## config.mk

```make
export PLATFORM = sky130hd
export DESIGN_NAME = pbs_ctrl
export DESIGN_NICKNAME = d
export VERILOG_FILES = /design/src/hdl/pbs_pkg.sv /design/src/hdl/pbs_ctrl.sv
export SDC_FILE = /design/constraint.sdc
export NUM_CORES = 1
export LEC_CHECK = 0
export BUFFER_PORTS_ARGS = -buffer_cell sky130_fd_sc_hd__buf_2
export CORE_AREA = 10 10 47 49
export DETAILED_ROUTE_END_ITERATION = 10
export DIE_AREA = 0 0 57 59
export PLACE_DENSITY = 0.3
export SYNTH_ARGS = -nofsm -noshare
export SYNTH_HDL_FRONTEND = slang
export SYNTH_SLANG_ARGS = --single-unit
```

## constraint.sdc

```tcl
create_clock -name clk -period 1.03 [get_ports clk]
set_input_delay 0.0515 -clock clk [delete_from_list [all_inputs] [get_ports clk]]
set_output_delay 0.0515 -clock clk [all_outputs]
set_load 0.02 [all_outputs]
```

## src/hdl/pbs_pkg.sv

```systemverilog
// Package with the beat types, codes and sizes shared by the palette block store.
`default_nettype none
package pbs_pkg;

  localparam int unsigned PAL_BITS_DEF = 4;
  localparam int unsigned KEY_W        = 32;
  localparam int unsigned COORD_W      = 8;
  localparam int unsigned ID_W         = 4;
  localparam int unsigned CNT_W        = 5;
  localparam int unsigned STATUS_W     = 2;
  localparam int unsigned AXIS_W       = 4;
  localparam int unsigned CELL_AW      = 3 * AXIS_W;
  localparam int unsigned CELL_COUNT   = 16 * 16 * 16;

  localparam logic CMD_WRITE = 1'b0;
  localparam logic CMD_READ  = 1'b1;

  localparam logic [STATUS_W-1:0] ST_OK        = 2'd0;
  localparam logic [STATUS_W-1:0] ST_BAD_COORD = 2'd1;
  localparam logic [STATUS_W-1:0] ST_FULL      = 2'd2;

  typedef struct packed {
    logic               cmd;
    logic [COORD_W-1:0] x;
    logic [COORD_W-1:0] y;
    logic [COORD_W-1:0] z;
    logic [KEY_W-1:0]   key;
  } in_item_t;

  typedef struct packed {
    logic [STATUS_W-1:0] status;
    logic [KEY_W-1:0]    read_key;
    logic [ID_W-1:0]     palette_id;
    logic [CNT_W-1:0]    palette_count;
  } out_item_t;

  typedef struct packed {
    logic clear;
    logic accept;
    logic exec;
  } pbs_cmd_t;

  typedef struct packed {
    logic clear_last;
  } pbs_sts_t;

endpackage
`default_nettype wire

```

## src/hdl/pbs_ctrl.sv

```systemverilog
// Controller state machine: clearing pass after reset, then accept and execute of each beat.
`default_nettype none
module pbs_ctrl (
  input  wire logic             clk,
  input  wire logic             rst_n,
  input  wire logic             start,
  input  wire pbs_pkg::pbs_sts_t sts,
  output pbs_pkg::pbs_cmd_t      cmd,
  output logic                   busy
);
  import pbs_pkg::*;

  typedef enum logic [2:0] {
    ST_CLEAR = 3'b001,
    ST_IDLE  = 3'b010,
    ST_EXEC  = 3'b100
  } state_t;

  state_t state_r;
  state_t state_nxt;

  always_comb begin
    state_nxt = state_r;
    unique case (state_r)
      ST_CLEAR: begin
        if (sts.clear_last) state_nxt = ST_IDLE;
      end
      ST_IDLE: begin
        if (start) state_nxt = ST_EXEC;
      end
      ST_EXEC: begin
        state_nxt = ST_IDLE;
      end
      default: begin
        state_nxt = ST_CLEAR;
      end
    endcase
  end

  always_ff @(posedge clk) begin
    if (!rst_n) begin
      state_r <= ST_CLEAR;
    end else begin
      state_r <= state_nxt;
    end
  end

  assign busy       = (state_r != ST_IDLE);
  assign cmd.clear  = (state_r == ST_CLEAR);
  assign cmd.accept = (state_r == ST_IDLE) && start;
  assign cmd.exec   = (state_r == ST_EXEC);

endmodule
`default_nettype wire

```

==> flow_summary.json, run 1 <==
{
  "relSlewSlack_pct": 80.9,
  "final-setup-viol-count": 3,
  "path_max_fanout": 5,
  "hold_class": "input pin to register",
  "cp-end-kind": "output port",
  "start_kind": "register",
  "total_power_uw": 380,
  "grt_pass1_vias": 168,
  "die_h_um": 59,
  "wl_per_cell_um": 10.5,
  "synth_area_leaders": "dfxtp_1 (41%), nor3b_2 (17%), and4bb_1 (8.5%), nor4b_1 (6.0%), o31a_1 (6.0%)",
  "grt.overflow.total": 0,
  "die_w_um": 57,
  "route.vias.total": 145,
  "arrival_ns": 1.07,
  "finalHoldViolCount": 0,
  "fin_worst_skew_ns": 0.00150,
  "largest-register": "state_r",
  "yosysTopAreaCellShare_pct": 41.0,
  "setup_slack_ns": -0.0923,
  "largest_register_ffs": 3,
  "track_usage_pct": 3.02,
  "cts_root_buf": "clkbuf_4",
  "syn_inst": 13,
  "wl_um": 442,
  "cts.sinks": 3,
  "fin_nets": 31,
  "die_area_sq_mm": 0.00336,
  "grt_use_met3_pct": 2.79,
  "portBuffers": 7,
  "seq_area_frac_synth_pct": 41.0,
  "cts_buffers": 3,
  "gp_congestion": 0.682,
  "ys_ff_latch": 3,
  "rows": 14,
  "reg_top3": "state_r x3",
  "worst_ep_required_time_ns": 0.98,
  "vdd.ir_drop.worst_v": 0.000418,
  "initial_core_util_pct": 10.4,
  "final_util_pct": 20.4,
  "drt-initial-drc-count": 1,
  "layout_common_cells": "buf_2 (4), clkbuf_4 (3), buf_6 (3)",
  "nFillCells": 173,
  "path_clk_slew_ns": 0.04,
  "grt_max_degree": 6,
  "fmaxAchievable_mhz": 891,
  "diodes": 0,
  "min_period_ns": 1.12,
  "layout-drive-gt1-share_pct": 69.2,
  "fin_crit_sh_pct": 109,
  "first_pass_iters": 2,
  "worst_pin_slew_ns": 0.283,
  "synth_area_per_cell_sq_um": 11.3,
  "regArea_sq_um": 68.8,
  "path_class": "register to output port",
  "cap_violations": 0,
  "finalMaxSlewViolations": 0,
  "grt_pass1_wl_um": 696,
  "status": "finished with violations",
  "h-tree-depth": 1,
  "power_density_mw_per_mm2": 1330,
  "hold_ws_ns": 0.0327,
  "area_growth_pct": 94.9,
  "synth_warnings": 0,
  "synth_fp_nets": 17,
  "clockBufferDepth": 2,
  "antenna_found_initial": 0,
  "io_pins": 8,
  "met1_usage_pct": 2.60,
  "grt_use_met2_pct": 4.03,
  "cts_hold_buf": 0,
  "tritoncts": "done",
  "layout_commonest_cell": "buf_2",
  "violations": "negative setup slack",
  "ant_nets": 0,
  "ys_types": 10,
  "drc": 0,
  "multi_input_area_sq_um": 97.6,
  "leakage_uw": 0.000115,
  "yosys.area.top_type": "dfxtp_1",
  "rsz0062_at_grt": "yes",
  "synth_area_sq_um": 146,
  "core_sq_mm": 0.00140,
  "clock_latency_ns": 0.23,
  "viasPerCell": 3.45,
  "gr-max-usage-layer": "met2"
}
-- power by group --
group          total (uW)  switching, uW  internal (uW)  leakage (uW)
Clock                 203           57.6            145     0.0000150
Sequential            132           11.1            121     0.0000258
Combinational        45.6           20.7           24.9     0.0000747
Total                 380           89.4            291      0.000115
-- synthesized netlist by cell type --
library cell / instances
and4bb_1: 1
dfxtp_1: 3
and3_1: 1
and2_1: 1
nor3b_1: 1
nor4b_1: 1
nor3b_2: 2
o31ai_1: 1
o31a_1: 1
inv_1: 1
-- final cells by class --
type / count / share of cell area (%)
timing repair buffer: 9 / 24.1
clock buffer: 4 / 9.21
inverter: 1 / 1.32
sequential: 3 / 24.1
tap: 16 / 7.02
multi-input combinational: 9 / 34.2
-- critical path: stages (launching register included) --
cell and delay [ns]:
dfxtp_4 0.36, nor3b_4 0.21, and2_4 0.17, buf_6 0.11
-- layer usage --
| layer | routed length (um) | share of wire [%] |
|---|---|---|
| met5 | 0 | 0 |
| met4 | 0 | 0 |
| met2 | 236 | 53 |
| met1 | 172 | 39 |
| met3 | 33 | 7.5 |
-- cell families (layout without fill, tap and decap cells) --
family,count (synthesis),count (layout),share of synthesized area [%]
compound gates,2,2,11.1
buf+inv,1,14,2.56
flops,3,3,41.0
simple gates,7,7,45.3
-- metrics by stage --
stage	setup TNS, ns	std cells	cell area, sq um	setup WS [ns]
final	-0.153	42	285	-0.0923
after global routing	-0.438	42	285	-0.152
after CTS	-0.207	42	280	-0.113
after detailed placement	0	36	201	0.0235
after global placement	0	36	201	0.0000414
after floorplan	0	13	146	0.00752
-- final timing paths --
| kind | to | startpoint | slack [ns] | depth (start not counted) |
|---|---|---|---|---|
| max | cmd[1] | state_r[1]$_SDFFE_PN0P_ | -0.09 | 3 |
| min | state_r[0]$_SDFFE_PN1P_ | rst_n | 0.03 | 2 |
| max reg2reg | state_r[1]$_SDFFE_PN0P_ | state_r[2]$_SDFFE_PN0P_ | 0.01 | 3 |
| min reg2reg | state_r[1]$_SDFFE_PN0P_ | state_r[2]$_SDFFE_PN0P_ | 0.69 | 2 |
-- repair_timing --
action | CTS | global route
pin swaps | 1 | 2
setup endpoints to repair | 4 | 5
cloned | 0 | 0
setup buffers | 2 | 0
resized for setup | 12 | 2
Power figures use the tool's default switching activity.
==> run 2: changes to the inputs <==
==> constraint.sdc (replaced) <==
create_clock -name clk -period 1.03 [get_ports clk]
set_input_delay 0.0515 -clock clk [delete_from_list [all_inputs] [get_ports clk]]
set_output_delay 0.0515 -clock clk [all_outputs]
set_load 0.05 [all_outputs]
==> flow_summary.json, run 2 (synthesized netlist as in run 1, its figures left out) <==
{
  "layout_common_cells": "buf_6 (4), clkbuf_4 (3), buf_2 (3), buf_4 (3)",
  "gp_congestion": 0.747,
  "cts_root_buf": "clkbuf_4",
  "fin_worst_skew_ns": 0.000157,
  "worst_pin_slew_ns": 0.238,
  "post-place-ws_ns": -0.0132,
  "largest_register_ffs": 3,
  "leakage_uw": 0.000134,
  "grt_pass1_vias": 178,
  "rows": 14,
  "layout-drive-gt1-share_pct": 82.1,
  "finalHoldViolCount": 0,
  "drt-initial-drc-count": 0,
  "route.vias.total": 161,
  "cts.sinks": 3,
  "reg_top3": "state_r x3",
  "cp-end-kind": "output port",
  "path_class": "register to output port",
  "cts_buffers": 3,
  "cp_cell_sequence": "nor3b_4 -> and2_4 -> buf_8",
  "drc": 0,
  "worst_ep_required_time_ns": 0.98,
  "diodes": 0,
  "portBuffers": 7,
  "initial_core_util_pct": 10.4,
  "viasPerCell": 3.66,
  "slowest_delay_ns": 0.36,
  "hold_class": "input pin to register",
  "finalMaxSlewViolations": 0,
  "min_path_cells": 2,
  "area_growth_pct": 126,
  "clockBufferDepth": 2,
  "layout_commonest_cell": "buf_6",
  "reg2reg_setup_slack_ns": -0.04,
  "min_period_ns": 1.15,
  "vdd.ir_drop.worst_v": 0.000487,
  "fin_crit_sh_pct": 112,
  "antenna_found_initial": 0,
  "hold_ws_ns": 0.0356,
  "largest-register": "state_r",
  "die_w_um": 57,
  "rr_startpoint": "state_r[1]$_SDFFE_PN0P_",
  "hold_end": "state_r[0]$_SDFFE_PN1P_",
  "critPathBufInv": 1,
  "wl_per_cell_um": 11.2,
  "h-tree-depth": 1,
  "r2r_end": "state_r[0]$_SDFFE_PN1P_",
  "status": "finished with violations",
  "relSlewSlack_pct": 83.9,
  "track_usage_pct": 3.36,
  "die_h_um": 59,
  "tritoncts": "done",
  "path_max_fanout": 5,
  "fin_nets": 33,
  "first_pass_iters": 1,
  "io_pins": 8,
  "setup_slack_ns": -0.119,
  "grt_max_degree": 6,
  "hold_start": "rst_n",
  "reg2regPathDepth": 4,
  "fmaxAchievable_mhz": 870,
  "slowest_stage": "dfxtp_4",
  "violations": "negative setup slack",
  "rsz0062_at_grt": "yes",
  "grt.overflow.total": 0,
  "ant_nets": 0,
  "core_sq_mm": 0.00140,
  "clock_latency_ns": 0.23,
  "grt_pass1_wl_um": 793,
  "final-setup-viol-count": 6,
  "die_area_sq_mm": 0.00336,
  "start_kind": "register",
  "power_density_mw_per_mm2": 1280,
  "arrival_ns": 1.10,
  "path_clk_slew_ns": 0.04,
  "wl_um": 491,
  "cap_violations": 0,
  "crit_family": "simple AND/OR/NAND/NOR gates"
}
-- run 2: cell types whose count changed in the layout (fill, tap and decap cells not counted), sizes merged --
cell  change
buf       +2
-- run 2: per-layer routing --
layer	global-route usage [%]	wire length [um]
met4	4.03	0
met1	2.71	196
met5	0	0
met3	2.36	47
met2	4.96	246
-- run 2: how the worst max path moves through the flow --
stage | startpoint | endpoint | slack (ns) | cells after the start
floorplan | state_r[0]$_SDFFE_PN1P_ | cmd[2] | -0.12 | 1
global placement | state_r[1]$_SDFFE_PN0P_ | cmd[0] | -0.01 | 3
detailed placement | state_r[1]$_SDFFE_PN0P_ | cmd[0] | -0.01 | 3
CTS | state_r[2]$_SDFFE_PN0P_ | cmd[1] | -0.11 | 3
global route | state_r[0]$_SDFFE_PN1P_ | cmd[1] | -0.19 | 3
finish | state_r[0]$_SDFFE_PN1P_ | cmd[1] | -0.12 | 3
-- run 2: layout make-up --
| class | count | area, sq um |
|---|---|---|
| Sequential cell | 3 | 66.3 |
| Timing Repair Buffer | 11 | 97.6 |
| Inverter | 1 | 3.75 |
| Fill cell | 169 | 1070 |
| Clock buffer | 4 | 26.3 |
| Tap cell | 16 | 20.0 |
| Multi-Input combinational cell | 9 | 116 |
-- run 2: through the flow --
step / TNS, ns / power (uW) / instances / util (%) / instance area, sq um
finish: -0.420 / 422 / 44 / 23.6 / 330
global placement: -0.0144 / 198 / 38 / 16.4 / 230
CTS: -0.358 / 430 / 44 / 22.0 / 308
global route: -0.810 / 454 / 44 / 23.6 / 330
detailed placement: -0.0132 / 198 / 38 / 16.4 / 230
floorplan: -0.333 / 175 / 13 / - / 160
-- run 2: repair_timing --
action | CTS | global route
resized for setup | 12 | 6
setup buffers | 2 | 2
hold buffers | 0 | 0
pin swaps | 2 | 4
hold endpoints to repair | 0 | 0
setup endpoints to repair | 4 | 7
-- run 2: power by group --
group / total, uW / internal, uW / switching [uW]
combinational: 87.3 / 42.4 / 44.9
sequential: 134 / 124 / 10.4
clock: 201 / 145 / 56.1
==> run 3: changes to the inputs <==
--- a/config.mk
+++ b/config.mk
@@ -6,9 +6,9 @@
 export NUM_CORES = 1
 export LEC_CHECK = 0
 export BUFFER_PORTS_ARGS = -buffer_cell sky130_fd_sc_hd__buf_2
-export CORE_AREA = 10 10 47 49
+export CORE_AREA = 2 2 39 41
 export DETAILED_ROUTE_END_ITERATION = 10
-export DIE_AREA = 0 0 57 59
+export DIE_AREA = 0 0 41 43
 export PLACE_DENSITY = 0.3
 export SYNTH_ARGS = -nofsm -noshare
 export SYNTH_HDL_FRONTEND = slang
==> flow_summary.json, run 3 (synthesized netlist as in run 1, its figures left out) <==
{
  "finalMaxSlewViolations": 0,
  "leakage_uw": 0.000139,
  "critPathBufInv": 3,
  "track_usage_pct": 6.63,
  "fin_worst_skew_ns": 0.000639,
  "post-place-ws_ns": 0.00120,
  "grt_pass1_wl_um": 731,
  "antenna_found_initial": 0,
  "cts_root_buf": "clkbuf_4",
  "regArea_sq_um": 66.3,
  "path_clk_slew_ns": 0.04,
  "total_power_uw": 426,
  "first_pass_iters": 1,
  "fin_crit_sh_pct": 111,
  "io_pins": 8,
  "slowest_stage": "dfxtp_4",
  "worst_pin_slew_ns": 0.266,
  "clockBufferDepth": 2,
  "finalSetupTns_ns": -0.437,
  "hold_class": "input pin to register",
  "fmaxAchievable_mhz": 877,
  "area_growth_pct": 127,
  "fin_nets": 34,
  "hold_ws_ns": 0.0137,
  "largest_register_ffs": 3,
  "tritoncts": "done",
  "die_w_um": 41,
  "largest-register": "state_r",
  "core_sq_mm": 0.00138,
  "power_density_mw_per_mm2": 1280,
  "reg_top3": "state_r x3",
  "final-setup-viol-count": 5,
  "finalHoldViolCount": 0,
  "dpl-instance-area_sq_um": 230,
  "die_h_um": 43,
  "multi_input_area_sq_um": 108,
  "layout_commonest_cell": "buf_4",
  "clock_latency_ns": 0.23,
  "gp_congestion": 0.713,
  "setup_slack_ns": -0.111,
  "nFillCells": 154,
  "layout-drive-gt1-share_pct": 82.8,
  "rows": 14,
  "violations": "negative setup slack",
  "relSlewSlack_pct": 82.0,
  "rsz0062_at_grt": "yes",
  "ant_nets": 0,
  "cts_hold_buf": 0,
  "path_class": "register to output port",
  "crit_family": "flip-flops",
  "cts_buffers": 3,
  "min_period_ns": 1.14,
  "cp-end-kind": "output port",
  "worst_ep_required_time_ns": 0.98,
  "postLayoutCellArea_sq_um": 333,
  "route.vias.total": 163,
  "drc": 0,
  "cp_cell_sequence": "nor3b_4 -> buf_4 -> inv_2 -> buf_8",
  "layout_common_cells": "buf_4 (4), clkbuf_4 (3), buf_2 (3), buf_6 (3)",
  "path_max_fanout": 4,
  "wl_um": 422,
  "vdd.ir_drop.worst_v": 0.000624,
  "arrival_ns": 1.09,
  "grt_max_degree": 6,
  "wl_per_cell_um": 9.38,
  "cap_violations": 0,
  "slowest_delay_ns": 0.35,
  "cts.sinks": 3,
  "status": "finished with violations",
  "grt.overflow.total": 0,
  "initial_core_util_pct": 10.6,
  "start_kind": "register",
  "grt_pass1_vias": 185,
  "h-tree-depth": 1,
  "diodes": 0,
  "viasPerCell": 3.62,
  "portBuffers": 7,
  "die_area_sq_mm": 0.00176,
  "drt-initial-drc-count": 0
}
-- run 3: cell types whose count changed in the layout (fill, tap and decap cells not counted) --
cell / change
o31ai_4: -1
buf_8: +1
buf_6: -1
o31ai_2: +1
buf_4: +1
-- run 3: stage by stage --
stage	util (%)	instances
final	24.1	45
after global routing	24.1	45
after CTS	21.9	44
after detailed placement	16.6	38
after global placement	16.6	38
after floorplan	-	13
-- run 3: final cells by class --
cell class,instances,area share [%]
clock buffer,4,7.89
multi-input combinational,9,32.3
timing repair buffer,12,32.7
tap,16,6.02
sequential,3,19.9
inverter,1,1.13
-- run 3: layer usage --
| metal | share of wire (%) | vias to the layer above | GRT usage [%] |
|---|---|---|---|
| met2 | 46 | 8 | 8.44 |
| met5 | 0 | - | 0 |
| met3 | 15 | 0 | 7.33 |
| met4 | 0 | 0 | 2.00 |
| li1 | - | 84 | - |
| met1 | 38 | 71 | 7.07 |
-- run 3: timing repair --
| action | in CTS | in global routing |
|---|---|---|
| setup endpoints to repair | 4 | 6 |
| buffers inserted | 2 | 1 |
| cloned | 0 | 0 |
| pin swaps | 2 | 4 |
| resized for setup | 11 | 7 |
-- run 3: power breakdown --
part,internal [uW],switching [uW],total [uW],leakage (uW)
clock network,145,65.5,211,0.0000150
logic,41.5,42.1,83.7,0.0000991
registers,122,9.29,131,0.0000255
-- run 3: worst paths after layout --
path / startpoint / depth (start not counted) / slack [ns] / endpoint
worst min-delay path: rst_n / 2 / 0.01 / state_r[0]$_SDFFE_PN1P_
worst min register to register: state_r[2]$_SDFFE_PN0P_ / 2 / 0.68 / state_r[1]$_SDFFE_PN0P_
worst max register to register: state_r[2]$_SDFFE_PN0P_ / 3 / -0.06 / state_r[1]$_SDFFE_PN0P_
worst max-delay path: state_r[2]$_SDFFE_PN0P_ / 4 / -0.11 / busy
